==> src/nttw_pkg.sv <==
// Types and constants shared by the nested TLV tree walker modules.
package nttw_pkg;

   localparam int unsigned HDR_BYTES = 2;

   typedef enum logic [1:0] {
      ROLE_HDR_HIGH = 2'd0,
      ROLE_HDR_LOW  = 2'd1,
      ROLE_PAYLOAD  = 2'd2,
      ROLE_IGNORED  = 2'd3
   } role_type;

   typedef enum logic [1:0] {
      KIND_STRING = 2'd0,
      KIND_LIST   = 2'd1,
      KIND_EMPTY  = 2'd2
   } kind_type;

   typedef enum logic [1:0] {
      WALK_RUNNING   = 2'd0,
      WALK_DONE      = 2'd1,
      WALK_LEN_ERR   = 2'd2,
      WALK_DEPTH_ERR = 2'd3
   } status_type;

   typedef enum logic [2:0] {
      PH_HIGH    = 3'b001,
      PH_LOW     = 3'b010,
      PH_PAYLOAD = 3'b100
   } phase_type;

   typedef struct packed {
      logic [7:0]  byte_echo;
      role_type    byte_role;
      kind_type    node_kind;
      logic [1:0]  level;
      logic [14:0] element_length;
      logic        element_end;
      logic [1:0]  levels_closed;
      status_type  walk_status;
   } rsp_type;

endpackage

==> src/nttw_rsp_reg.sv <==
// Result register with valid/ready handshake for the tree walker.
module nttw_rsp_reg (
   input  logic             clock,
   input  logic             reset,
   input  logic             load,
   input  nttw_pkg::rsp_type rsp_in,
   input  logic             rsp_ready,
   output logic             rsp_valid,
   output nttw_pkg::rsp_type rsp_data,
   output logic             can_load
);

   logic             valid_ff;
   logic             valid_in;
   nttw_pkg::rsp_type data_ff;

   // The register may be reloaded in the same cycle its content is taken.
   assign can_load = !valid_ff || rsp_ready;
   assign valid_in = load || (valid_ff && !rsp_ready);

   always_ff @(posedge clock) begin
      if (reset) begin
         valid_ff <= 1'b0;
      end else begin
         valid_ff <= valid_in;
      end
   end

   always_ff @(posedge clock) begin
      if (load) begin
         data_ff <= rsp_in;
      end
   end

   assign rsp_valid = valid_ff;
   assign rsp_data  = data_ff;

endmodule

==> src/nttw_core.sv <==
// Walk state and per-byte decode logic of the nested TLV tree walker.
module nttw_core #(
   parameter int STACK_DEPTH = 4,
   parameter int LENGTH_BITS = 15
) (
   input  logic              clock,
   input  logic              reset,
   input  logic              step_en,
   input  logic [7:0]        data_byte,
   input  logic              first_byte,
   input  logic [15:0]       buffer_length,
   output nttw_pkg::rsp_type rsp_out
);

   localparam int DEPTH_W = (STACK_DEPTH > 1) ? $clog2(STACK_DEPTH) : 1;

   logic [15:0]            stack_ff [STACK_DEPTH];
   logic [15:0]            stack_in [STACK_DEPTH];
   logic [15:0]            eff_stack [STACK_DEPTH];
   logic [DEPTH_W-1:0]     depth_ff, depth_in, depth_a, eff_depth, deep_idx;
   nttw_pkg::phase_type    phase_ff, phase_in, phase_a, eff_phase;
   nttw_pkg::status_type   status_ff, status_in, status_a, eff_status;
   logic [7:0]             hi_ff, hi_in;
   logic [LENGTH_BITS-1:0] pl_ff, pl_in, pl_dec, elen_ff, elen_in, hdr_len;
   nttw_pkg::kind_type     kind_ff, kind_in, hdr_kind;
   logic [15:0]            hdr_word, cur_rem;
   logic [16:0]            need;
   logic                   too_long, too_deep, do_close, pop_found;
   logic [DEPTH_W-1:0]     pop_depth, pop_count;
   nttw_pkg::rsp_type      res;

   // A first byte restarts the walk with the whole buffer at level 0.
   always_comb begin
      for (int j = 0; j < STACK_DEPTH; j++) begin
         if (first_byte) begin
            eff_stack[j] = (j == 0) ? buffer_length : 16'd0;
         end else begin
            eff_stack[j] = stack_ff[j];
         end
      end
   end

   assign eff_depth  = first_byte ? '0 : depth_ff;
   assign eff_phase  = first_byte ? nttw_pkg::PH_HIGH : phase_ff;
   assign eff_status = first_byte ? nttw_pkg::WALK_RUNNING : status_ff;

   assign cur_rem  = eff_stack[eff_depth];
   assign hdr_word = {hi_ff, data_byte};
   assign hdr_len  = hdr_word[LENGTH_BITS-1:0];
   assign need     = 17'(hdr_len) + 17'(nttw_pkg::HDR_BYTES);
   assign too_long = need > {1'b0, cur_rem};
   assign too_deep = ({1'b0, eff_depth} + (DEPTH_W+1)'(1)) >= (DEPTH_W+1)'(STACK_DEPTH);
   assign deep_idx = eff_depth + DEPTH_W'(1);
   assign pl_dec   = pl_ff - LENGTH_BITS'(pl_ff != '0);

   always_comb begin
      if (!hi_ff[7]) begin
         hdr_kind = nttw_pkg::KIND_STRING;
      end else if (hdr_len != '0) begin
         hdr_kind = nttw_pkg::KIND_LIST;
      end else begin
         hdr_kind = nttw_pkg::KIND_EMPTY;
      end
   end

   // Decode of one byte, before exhausted levels are closed.
   always_comb begin
      stack_in = eff_stack;
      depth_a  = eff_depth;
      phase_a  = eff_phase;
      status_a = eff_status;
      hi_in    = hi_ff;
      pl_in    = first_byte ? '0 : pl_ff;
      kind_in  = first_byte ? nttw_pkg::KIND_STRING : kind_ff;
      elen_in  = first_byte ? '0 : elen_ff;
      do_close = 1'b0;
      res.byte_echo      = data_byte;
      res.byte_role      = nttw_pkg::ROLE_IGNORED;
      res.node_kind      = nttw_pkg::KIND_STRING;
      res.level          = 2'd0;
      res.element_length = 15'd0;
      res.element_end    = 1'b0;
      res.levels_closed  = 2'd0;
      res.walk_status    = nttw_pkg::WALK_RUNNING;
      if (eff_status == nttw_pkg::WALK_RUNNING) begin
         res.level = 2'(eff_depth);
         case (eff_phase)
            nttw_pkg::PH_HIGH: begin
               res.byte_role = nttw_pkg::ROLE_HDR_HIGH;
               hi_in = data_byte;
               if (cur_rem < 16'(nttw_pkg::HDR_BYTES)) begin
                  status_a = nttw_pkg::WALK_LEN_ERR;
               end else begin
                  phase_a = nttw_pkg::PH_LOW;
               end
            end
            nttw_pkg::PH_LOW: begin
               res.byte_role      = nttw_pkg::ROLE_HDR_LOW;
               res.node_kind      = hdr_kind;
               res.element_length = 15'(hdr_len);
               kind_in = hdr_kind;
               elen_in = hdr_len;
               if (too_long) begin
                  status_a = nttw_pkg::WALK_LEN_ERR;
               end else if (hdr_kind == nttw_pkg::KIND_LIST) begin
                  if (too_deep) begin
                     status_a = nttw_pkg::WALK_DEPTH_ERR;
                  end else begin
                     stack_in[eff_depth] = cur_rem - need[15:0];
                     stack_in[deep_idx]  = 16'(hdr_len);
                     depth_a = deep_idx;
                     phase_a = nttw_pkg::PH_HIGH;
                  end
               end else begin
                  stack_in[eff_depth] = cur_rem - need[15:0];
                  if (hdr_len == '0) begin
                     res.element_end = 1'b1;
                     do_close = 1'b1;
                  end else begin
                     pl_in   = hdr_len;
                     phase_a = nttw_pkg::PH_PAYLOAD;
                  end
               end
            end
            nttw_pkg::PH_PAYLOAD: begin
               res.byte_role      = nttw_pkg::ROLE_PAYLOAD;
               res.node_kind      = kind_ff;
               res.element_length = 15'(elen_ff);
               pl_in = pl_dec;
               if (pl_dec == '0) begin
                  res.element_end = 1'b1;
                  do_close = 1'b1;
               end
            end
            default: begin
               phase_a = nttw_pkg::PH_HIGH;
            end
         endcase
      end
   end

   // The deepest level at or above the current one that still has bytes left.
   always_comb begin
      pop_found = 1'b0;
      pop_depth = '0;
      for (int j = 0; j < STACK_DEPTH; j++) begin
         if ((DEPTH_W'(j) <= eff_depth) && (stack_in[j] != 16'd0)) begin
            pop_found = 1'b1;
            pop_depth = DEPTH_W'(j);
         end
      end
   end

   assign pop_count = eff_depth - pop_depth;

   always_comb begin
      depth_in  = depth_a;
      phase_in  = phase_a;
      status_in = status_a;
      if (do_close) begin
         depth_in = pop_depth;
         phase_in = nttw_pkg::PH_HIGH;
         if (!pop_found) begin
            status_in = nttw_pkg::WALK_DONE;
         end
      end
   end

   always_comb begin
      rsp_out               = res;
      rsp_out.levels_closed = do_close ? 2'(pop_count) : 2'd0;
      rsp_out.walk_status   = status_in;
   end

   always_ff @(posedge clock) begin
      if (reset) begin
         for (int j = 0; j < STACK_DEPTH; j++) begin
            stack_ff[j] <= 16'd0;
         end
         depth_ff  <= '0;
         phase_ff  <= nttw_pkg::PH_HIGH;
         status_ff <= nttw_pkg::WALK_DONE;
         hi_ff     <= 8'd0;
         pl_ff     <= '0;
         kind_ff   <= nttw_pkg::KIND_STRING;
         elen_ff   <= '0;
      end else if (step_en) begin
         stack_ff  <= stack_in;
         depth_ff  <= depth_in;
         phase_ff  <= phase_in;
         status_ff <= status_in;
         hi_ff     <= hi_in;
         pl_ff     <= pl_in;
         kind_ff   <= kind_in;
         elen_ff   <= elen_in;
      end
   end

endmodule

==> src/nested_tlv_tree_walker.sv <==
// Top level of the nested TLV tree walker: byte decoder plus result register.
//
//   Channel   Handshake              Payload
//   req       req_valid/req_ready    req_data_byte, req_first_byte, req_buffer_length
//   rsp       rsp_valid/rsp_ready    rsp_byte_echo ... rsp_walk_status (eight fields)
//
// Every accepted byte yields exactly one result, registered for the next cycle.
// Throughput is one byte per cycle unless rsp stalls: the walk state is read
// and written by combinational decode logic, and the result register is
// refilled in the cycle its content is taken. A stalled rsp side holds
// req_ready low until the waiting result transfers. Reset leaves the walk
// finished, so bytes are reported as ignored until a first byte starts a buffer.
module nested_tlv_tree_walker #(
   parameter int STACK_DEPTH = 4,
   parameter int LENGTH_BITS = 15
) (
   input  logic        clock,
   input  logic        reset,
   input  logic        req_valid,
   output logic        req_ready,
   input  logic [7:0]  req_data_byte,
   input  logic        req_first_byte,
   input  logic [15:0] req_buffer_length,
   output logic        rsp_valid,
   input  logic        rsp_ready,
   output logic [7:0]  rsp_byte_echo,
   output logic [1:0]  rsp_byte_role,
   output logic [1:0]  rsp_node_kind,
   output logic [1:0]  rsp_level,
   output logic [14:0] rsp_element_length,
   output logic        rsp_element_end,
   output logic [1:0]  rsp_levels_closed,
   output logic [1:0]  rsp_walk_status
);

   logic              req_xfer;
   logic              can_load;
   nttw_pkg::rsp_type step_rsp;
   nttw_pkg::rsp_type rsp_data;

   // A request transfers whenever the result register is free or draining.
   assign req_ready = can_load;
   assign req_xfer  = req_valid && can_load;

   // Decoder: the walk state advances only on a request transfer.
   nttw_core #(
      .STACK_DEPTH (STACK_DEPTH),
      .LENGTH_BITS (LENGTH_BITS)
   ) u_core (
      .clock         (clock),
      .reset         (reset),
      .step_en       (req_xfer),
      .data_byte     (req_data_byte),
      .first_byte    (req_first_byte),
      .buffer_length (req_buffer_length),
      .rsp_out       (step_rsp)
   );

   // Result register that separates the two handshakes.
   nttw_rsp_reg u_rsp_reg (
      .clock     (clock),
      .reset     (reset),
      .load      (req_xfer),
      .rsp_in    (step_rsp),
      .rsp_ready (rsp_ready),
      .rsp_valid (rsp_valid),
      .rsp_data  (rsp_data),
      .can_load  (can_load)
   );

   assign rsp_byte_echo      = rsp_data.byte_echo;
   assign rsp_byte_role      = rsp_data.byte_role;
   assign rsp_node_kind      = rsp_data.node_kind;
   assign rsp_level          = rsp_data.level;
   assign rsp_element_length = rsp_data.element_length;
   assign rsp_element_end    = rsp_data.element_end;
   assign rsp_levels_closed  = rsp_data.levels_closed;
   assign rsp_walk_status    = rsp_data.walk_status;

endmodule

==> config.mk <==
export PLATFORM = sky130hd
export DESIGN_NAME = nested_tlv_tree_walker
export DESIGN_NICKNAME = d
export VERILOG_FILES = /design/src/nttw_pkg.sv /design/src/nttw_rsp_reg.sv /design/src/nttw_core.sv /design/src/nested_tlv_tree_walker.sv
export SDC_FILE = /design/constraint.sdc
export NUM_CORES = 1
export LEC_CHECK = 0
export ABC_AREA = 1
export BUFFER_PORTS_ARGS = -buffer_cell sky130_fd_sc_hd__buf_2
export CAP_MARGIN = 5
export CORE_MARGIN = 2
export CORE_UTILIZATION = 45
export DETAILED_ROUTE_END_ITERATION = 16
export PLACE_DENSITY = 0.64
export REMOVE_ABC_BUFFERS = 1
export SYNTH_ARGS = -nofsm -noshare
export SYNTH_HDL_FRONTEND = slang
export SYNTH_SLANG_ARGS = --single-unit
==> constraint.sdc <==
create_clock -name clock -period 12 [get_ports clock]
set_clock_uncertainty 0.2 [all_clocks]
set_input_delay 2.4 -clock clock [delete_from_list [all_inputs] [get_ports clock]]
set_output_delay 2.4 -clock clock [all_outputs]
set_load 0.02 [all_outputs]
### Yosys cells after proc, flatten, opt, wreduce, memory -nomap -nowiden

Cells that the tools add are included.

* input port bits: 29
* word-level logic and storage cells: 138
* flip-flop bits (word level): 146

* eq/ne operators: 4
* reductions and logical operators: 22
* mux-type cells: 73
* add/subtract/negate cells: 6
* bitwise gates (word level): 2
* magnitude comparators: 11

Operators with widths (number)
* $mux W64: 5
* $bwmux W64: 2
* $mux W16: 8
* $mux W15: 8
* $demux W16 S2: 2
* $reduce_bool A16 Y1: 4
* $mux W2: 22
* $bmux W16 S2: 1
* $pmux W16 S2: 1
* $logic_not A15 Y1: 2
* $pmux W15 S2: 1
* $reduce_bool A15 Y1: 2
* $mux W3: 8
* $gt A17 B16 Y1: 1
* $add A15 B2 Y16 const B: 1
* $lt A16 B2 Y1 const B: 1
* $sub A16 B16 Y16: 1
* $sub A15 B1 Y15: 1
* $mux W1: 10
* $ge A3 B3 Y1 const B: 3
* $pmux W3 S3: 1
* $logic_and A1 B1 Y1: 8
* $pmux W2 S2: 2
* $lt A3 B1 Y1 const B: 2
* 16 further kinds: 21

### Logic depth before layout (Yosys ltp)

* word-level depth: 21
* depth in mapped cells: 36
* gate-level depth less buffers: 34

### Cells and area by module

From an unflattened synthesis, not the netlist that was laid out.

* cells, all modules: 1872
* area, all modules: 11412.2 sq um

By module, submodules not included
* nttw_core: instances 1, cells an instance 1831, area each 10341.2 sq um
* nttw_rsp_reg: instances 1, cells an instance 39, area each 1063.5 sq um
* nested_tlv_tree_walker: instances 1, cells an instance 2, area each 7.5 sq um

### Least setup slack after synthesis

Ideal clock, no wire load.

* path type: input port to flip-flop
* start point: input req_data_byte[1]
* end point: register u_rsp_reg.data_ff, in the netlist u_rsp_reg.rsp_data[3], data pin
* required time: 11.546 ns
* library setup time: 0.254 ns
* path slack: 5.783 ns
* arrival time: 5.764 ns
* stages on the path: 30
* cell sequence: inv_1 nor3_1 nand2_1 nor3_1 nand3_1 nor2_1 nand4_1 xor2_1 ha_1 nand2_1 inv_1 nand2_1 nor3_2 nand2_2 a21oi_4 buf_2 nand2_1 nor2_1 nor2_1 nand2_1 nor2_1 nand3_1 nand2_1 nand2_1 nand2_1 ha_1 inv_1 nand2_1 inv_1 nor2_1

* longest elaborated chain between the ends: 15
* elaborated cells between the ends (all ways): 30

RTL lines
* start, declared: RTL line nested_tlv_tree_walker.sv:21 `input logic [7:0] req_data_byte,`
* $add A15 B2 Y16: RTL line nttw_core.sv:50 `assign need = 17'(hdr_len) + 17'(nttw_pkg::HDR_BYTES);`
* $sub A16 B16 Y16: RTL line nttw_core.sv:109, nttw_core.sv:115
* $bwmux W64: RTL line nttw_core.sv:109, nttw_core.sv:115
* $bwmux W64: RTL line nttw_core.sv:110 `stack_in[deep_idx] = 16'(hdr_len);`
* $mux W64: RTL line nttw_core.sv:106 `if (too_deep) begin`
* $mux W64: RTL line nttw_core.sv:105 `end else if (hdr_kind == nttw_pkg::KIND_LIST) begin`
* $mux W64: RTL line nttw_core.sv:103 `if (too_long) begin`
* $mux W64: RTL line nttw_core.sv:87 `case (eff_phase)`
* $mux W64: RTL line nttw_core.sv:85 `if (eff_status == nttw_pkg::WALK_RUNNING) begin`
* $reduce_bool A16 Y1: RTL line nttw_core.sv:147 `if ((DEPTH_W'(j) <= eff_depth) && (stack_in[j] != 16'd0)) begin`
* $logic_and A1 B1 Y1: RTL line nttw_core.sv:147
* $mux W1: RTL line nttw_core.sv:147
* $mux W2 (2 in a row): RTL line nttw_core.sv:147
* $sub A2 B2 Y2: RTL line nttw_core.sv:154 `assign pop_count = eff_depth - pop_depth;`
* end signal, assigned: RTL line nttw_rsp_reg.sv:31 `data_ff <= rsp_in;`
* end, declared: RTL line nttw_rsp_reg.sv:15 `nttw_pkg::rsp_type data_ff;`

Parallel ways exist; a longest one is shown, timed or not.
A chain may end at the register's enable or synchronous reset.

### Worst setup path in the final report

* start point: input req_first_byte
* end point: register u_rsp_reg.data_ff, in the netlist u_rsp_reg.rsp_data[3], data pin

* longest elaborated chain between the ends: 19
* elaborated cells between the ends (all ways): 53

RTL lines
* start, declared: RTL line nested_tlv_tree_walker.sv:22 `input logic req_first_byte,`
* $mux W2: RTL line nttw_core.sv:43 `assign eff_depth = first_byte ? '0 : depth_ff;`
* $not A2 Y3 (implied by the code) / $add A2 B1 Y2 (equally long branches)
* $bmux W16 S2 (tied with other cells): RTL line nttw_core.sv:47 `assign cur_rem = eff_stack[eff_depth];`
* $mux W16 (implied by the code) (tied with other cells) (2 in a row): RTL line nttw_core.sv:47
* $sub A16 B16 Y16 (tied with other cells): RTL line nttw_core.sv:109, nttw_core.sv:115
* $bwmux W64 / $demux W16 S2 (equally long branches): RTL line nttw_core.sv:109, nttw_core.sv:115, nttw_core.sv:110
* $bwmux W64: RTL line nttw_core.sv:110
* $mux W64: RTL line nttw_core.sv:106
* $mux W64: RTL line nttw_core.sv:105
* $mux W64: RTL line nttw_core.sv:103
* $mux W64: RTL line nttw_core.sv:87
* $mux W64: RTL line nttw_core.sv:85
* $reduce_bool A16 Y1: RTL line nttw_core.sv:147
* $logic_and A1 B1 Y1: RTL line nttw_core.sv:147
* $mux W1: RTL line nttw_core.sv:147
* $mux W2 (2 in a row): RTL line nttw_core.sv:147
* $sub A2 B2 Y2: RTL line nttw_core.sv:154

Parallel ways exist; a longest one is shown, timed or not. The select of a mux whose other input is x is not followed.

==> flow_metrics.env <==
export IMPL_dr_pass1_iters=7
export IMPL_dp_cells=2243
export IMPL_drv_cap=0
export IMPL_synth_top_area_share_pct=19.13
export IMPL_worstPathRequired_ns=11.99
export IMPL_gp_congestion=0.9814
export IMPL_yosysSeqAreaShare_pct=27.84
export IMPL_yosys_warnings=0
export IMPL_start_kind="primary input"
export IMPL_ctsResizeCount=0
export IMPL_synth_cell_area_um2=11720
export IMPL_ctsHoldBuffers=0
export IMPL_outcome="completed"
export IMPL_final_common_cell="nand2_1"
export IMPL_max_freq_ghz=0.1111
export IMPL_initial_core_util_pct=45.36
export IMPL_worstMarginPinSlew_ns=1.213
export IMPL_rows=59
export IMPL_core_um2=25840
export IMPL_die_area_um2=27350
export IMPL_synthToLayoutAreaGrowth_pct=8.690
export IMPL_hpwl_um=32110
export IMPL_final_cell_mix="nand2_1, inv_1, nor2_1"
export IMPL_ir_drop_mv=0.09590
export IMPL_cts_sinks=146
export IMPL_async_reset_ff_share_pct=0
export IMPL_root_buffer="clkbuf_16"
export IMPL_min_path_type="reg -> reg"
export IMPL_criticalPathCategory="in -> reg"
export IMPL_grt_util_all_layers_pct=33.82
export IMPL_finalCritPeriodShare_pct=75.00
export IMPL_grt_ovfl_total=0
export IMPL_final_util_pct=49.30
export IMPL_netlist_instances=1935
export IMPL_synth_seq_cells=146
export IMPL_drive_gt1_share_pct=7.784
export IMPL_cts_tree="built"
export IMPL_ant_nets=0
export IMPL_synth_area_leaders="dfxtp_1, nand2_1, edfxtp_1, inv_1, nor2_1"
export IMPL_cts_buffers=17
export IMPL_placed_area_um2=12100
export IMPL_insertion_delay_ns=0.45
export IMPL_ctsHtreeMaxLevel=4
export IMPL_vias_per_cell=5.789
export IMPL_portBuffers=64
export IMPL_drt_initial_drc_count=1600
export IMPL_grt_max_degree=84
export IMPL_post_synth_top_area_cell="dfxtp_1"
export IMPL_finalMaxSlewViolations=0
export IMPL_clkTransAtPathRegs_ns=0.07
export IMPL_slew_headroom_pct=18.60
export IMPL_synthFlopType="dfxtp_1"
export IMPL_synth_avg_cell_area_um2=6.057
export IMPL_postLayoutCellArea_um2=12740
export IMPL_die_y_um=165.4
export IMPL_path_max_fanout=50
export IMPL_hold_viol=0
export IMPL_synth_cell_type_count=57
export IMPL_grt_antenna_before_repair=1
export IMPL_rsz0062_at_grt="false"
export IMPL_period_minus_slack_ns=8.999
export IMPL_wire_per_inst_um=20.00
export IMPL_p_total_mw=1.523
export IMPL_synth_edf_count=34
export IMPL_final_setup_viol_count=0
export IMPL_wl_um=45520
export IMPL_endpoint_kind="register"
export IMPL_fin_tns_setup_ns=0
export IMPL_drc_errors=0
export IMPL_cts_max_path_buffers=2
export IMPL_die_w_um=165.4
export IMPL_fin_nets=1992
export IMPL_p_per_area_nw_per_um2=119.6
export IMPL_cp_arrival_ns=8.99
export IMPL_grt_pass1_vias=11883
export IMPL_route_vias_total=13175
export IMPL_leakage_nw=6.044
export IMPL_postCtsSetupBuffers=0
export IMPL_grt_pass1_wl_um=69820
export IMPL_pin_count=65
export IMPL_finalNonFillerCells=2276
## where the power goes
part | internal (mW) | total, mW | switching, mW
combinational | 0.104 | 0.388 | 0.284
sequential | 0.529 | 0.549 | 0.0197
clock | 0.321 | 0.587 | 0.266
total | 0.954 | 1.52 | 0.569
## cell type report
cell class	instances	area [um^2]
clock buffers	17	425.4
fillers	2806	13100
clock inverters	15	215.2
well taps	335	419.2
inverters	286	1079
repair buffers	78	427.9
flip-flops and latches	146	3263
multi-input cells	1398	6907
diodes	1	2.502
## flip-flops by register name (all words and copies together), names as in the netlist
register	cells
u_core.pl_ff	15
u_core.hi_ff	8
u_rsp_reg.rsp_valid	1
u_core.status_ff	2
u_core.stack_ff	64
u_core.depth_ff	2
u_rsp_reg.rsp_data	34
u_core.phase_ff	3
u_core.elen_ff	15
u_core.kind_ff	2
## cells by family after synthesis
family	Yosys count	synth area share, %
and+or+nand+nor	906	31.78
AOI/OAI and AO/OA	424	20.69
buffers and inverters	391	13.29
DFF	146	27.84
adders and majority gates	36	3.907
xor gates and xnor gates	23	1.719
muxes	9	0.7687
## layer usage
layer  vias up  share of wire, %  GRT usage (%)
met2       719                42          50.23
met4         0               3.6          12.70
met5         -                 0              0
li1       6248                 -              -
met3       103                11          7.068
met1      6105                44          48.05
## cells in the mapped netlist (2+ instances only)
library cell / n
a211oi_1: 2
a21oi_1: 146
a221oi_1: 7
a221oi_2: 2
a22oi_1: 7
a31oi_1: 11
and2_1: 2
buf_1: 8
buf_2: 39
buf_4: 4
buf_6: 3
clkbuf_1: 50
clkinv_1: 3
dfxtp_1: 112
edfxtp_1: 34
ha_1: 35
inv_1: 271
inv_2: 11
mux2i_1: 9
nand2_1: 539
nand2_2: 4
nand2_4: 2
nand3_1: 101
nand3_2: 2
nand3b_1: 5
nand4_1: 18
nor2_1: 206
nor2_2: 3
nor2_4: 2
nor3_1: 14
nor3_2: 2
o211ai_1: 51
o21ai_0: 146
o21ai_1: 12
o21bai_1: 2
o22ai_1: 26
or2_2: 3
xnor2_1: 2
xor2_1: 21
## per-stage QoR
step | worst slack (ns) | hold WS (ns)
after global placement | 2.834 | 0.2485
after global routing | 2.606 | 0.2862
after CTS | 3.282 | 0.2663
after detailed placement | 2.853 | 0.2520
final | 3.001 | 0.2620
after floorplan | 5.195 | 0.2337
## worst max-delay path, cell delays in order
cell and delay (ns):
buf_4 0.45, nor2_4 0.17, nand2_2 0.47, clkinv_1 1.12
a221oi_1 0.86, ha_1 0.39, nand2_1 0.14, inv_2 0.09
nand2_1 0.08, nor2_1 0.14, nand4_1 0.12, nand3_2 0.14
nand2_4 0.13, nand2_2 0.84, o21ai_1 0.16, nor2_1 0.14
nand2_1 0.10, nor2_1 0.16, nand3_1 0.10, nand2_1 0.10
nand2_1 0.06, nand2_1 0.13, ha_1 0.16, inv_1 0.04
o21bai_1 0.13, nor2_1 0.05
## path summary, 6_finish.rpt
kind | startpoint | to | slack, ns | depth (start not counted)
min reg2reg | u_core.kind_ff[1]$_SDFFE_PP0P_ | u_core.kind_ff[1]$_SDFFE_PP0P_ | 0.26 | 2
min | u_core.kind_ff[1]$_SDFFE_PP0P_ | u_core.kind_ff[1]$_SDFFE_PP0P_ | 0.26 | 2
max | req_first_byte | u_rsp_reg.rsp_data[3]$_SDFFCE_PN0P_ | 3.00 | 26
max reg2reg | u_core.depth_ff[0]$_SDFFE_PP0P_ | u_rsp_reg.rsp_data[3]$_SDFFCE_PN0P_ | 4.49 | 26
(Power assumes the default switching activity.)
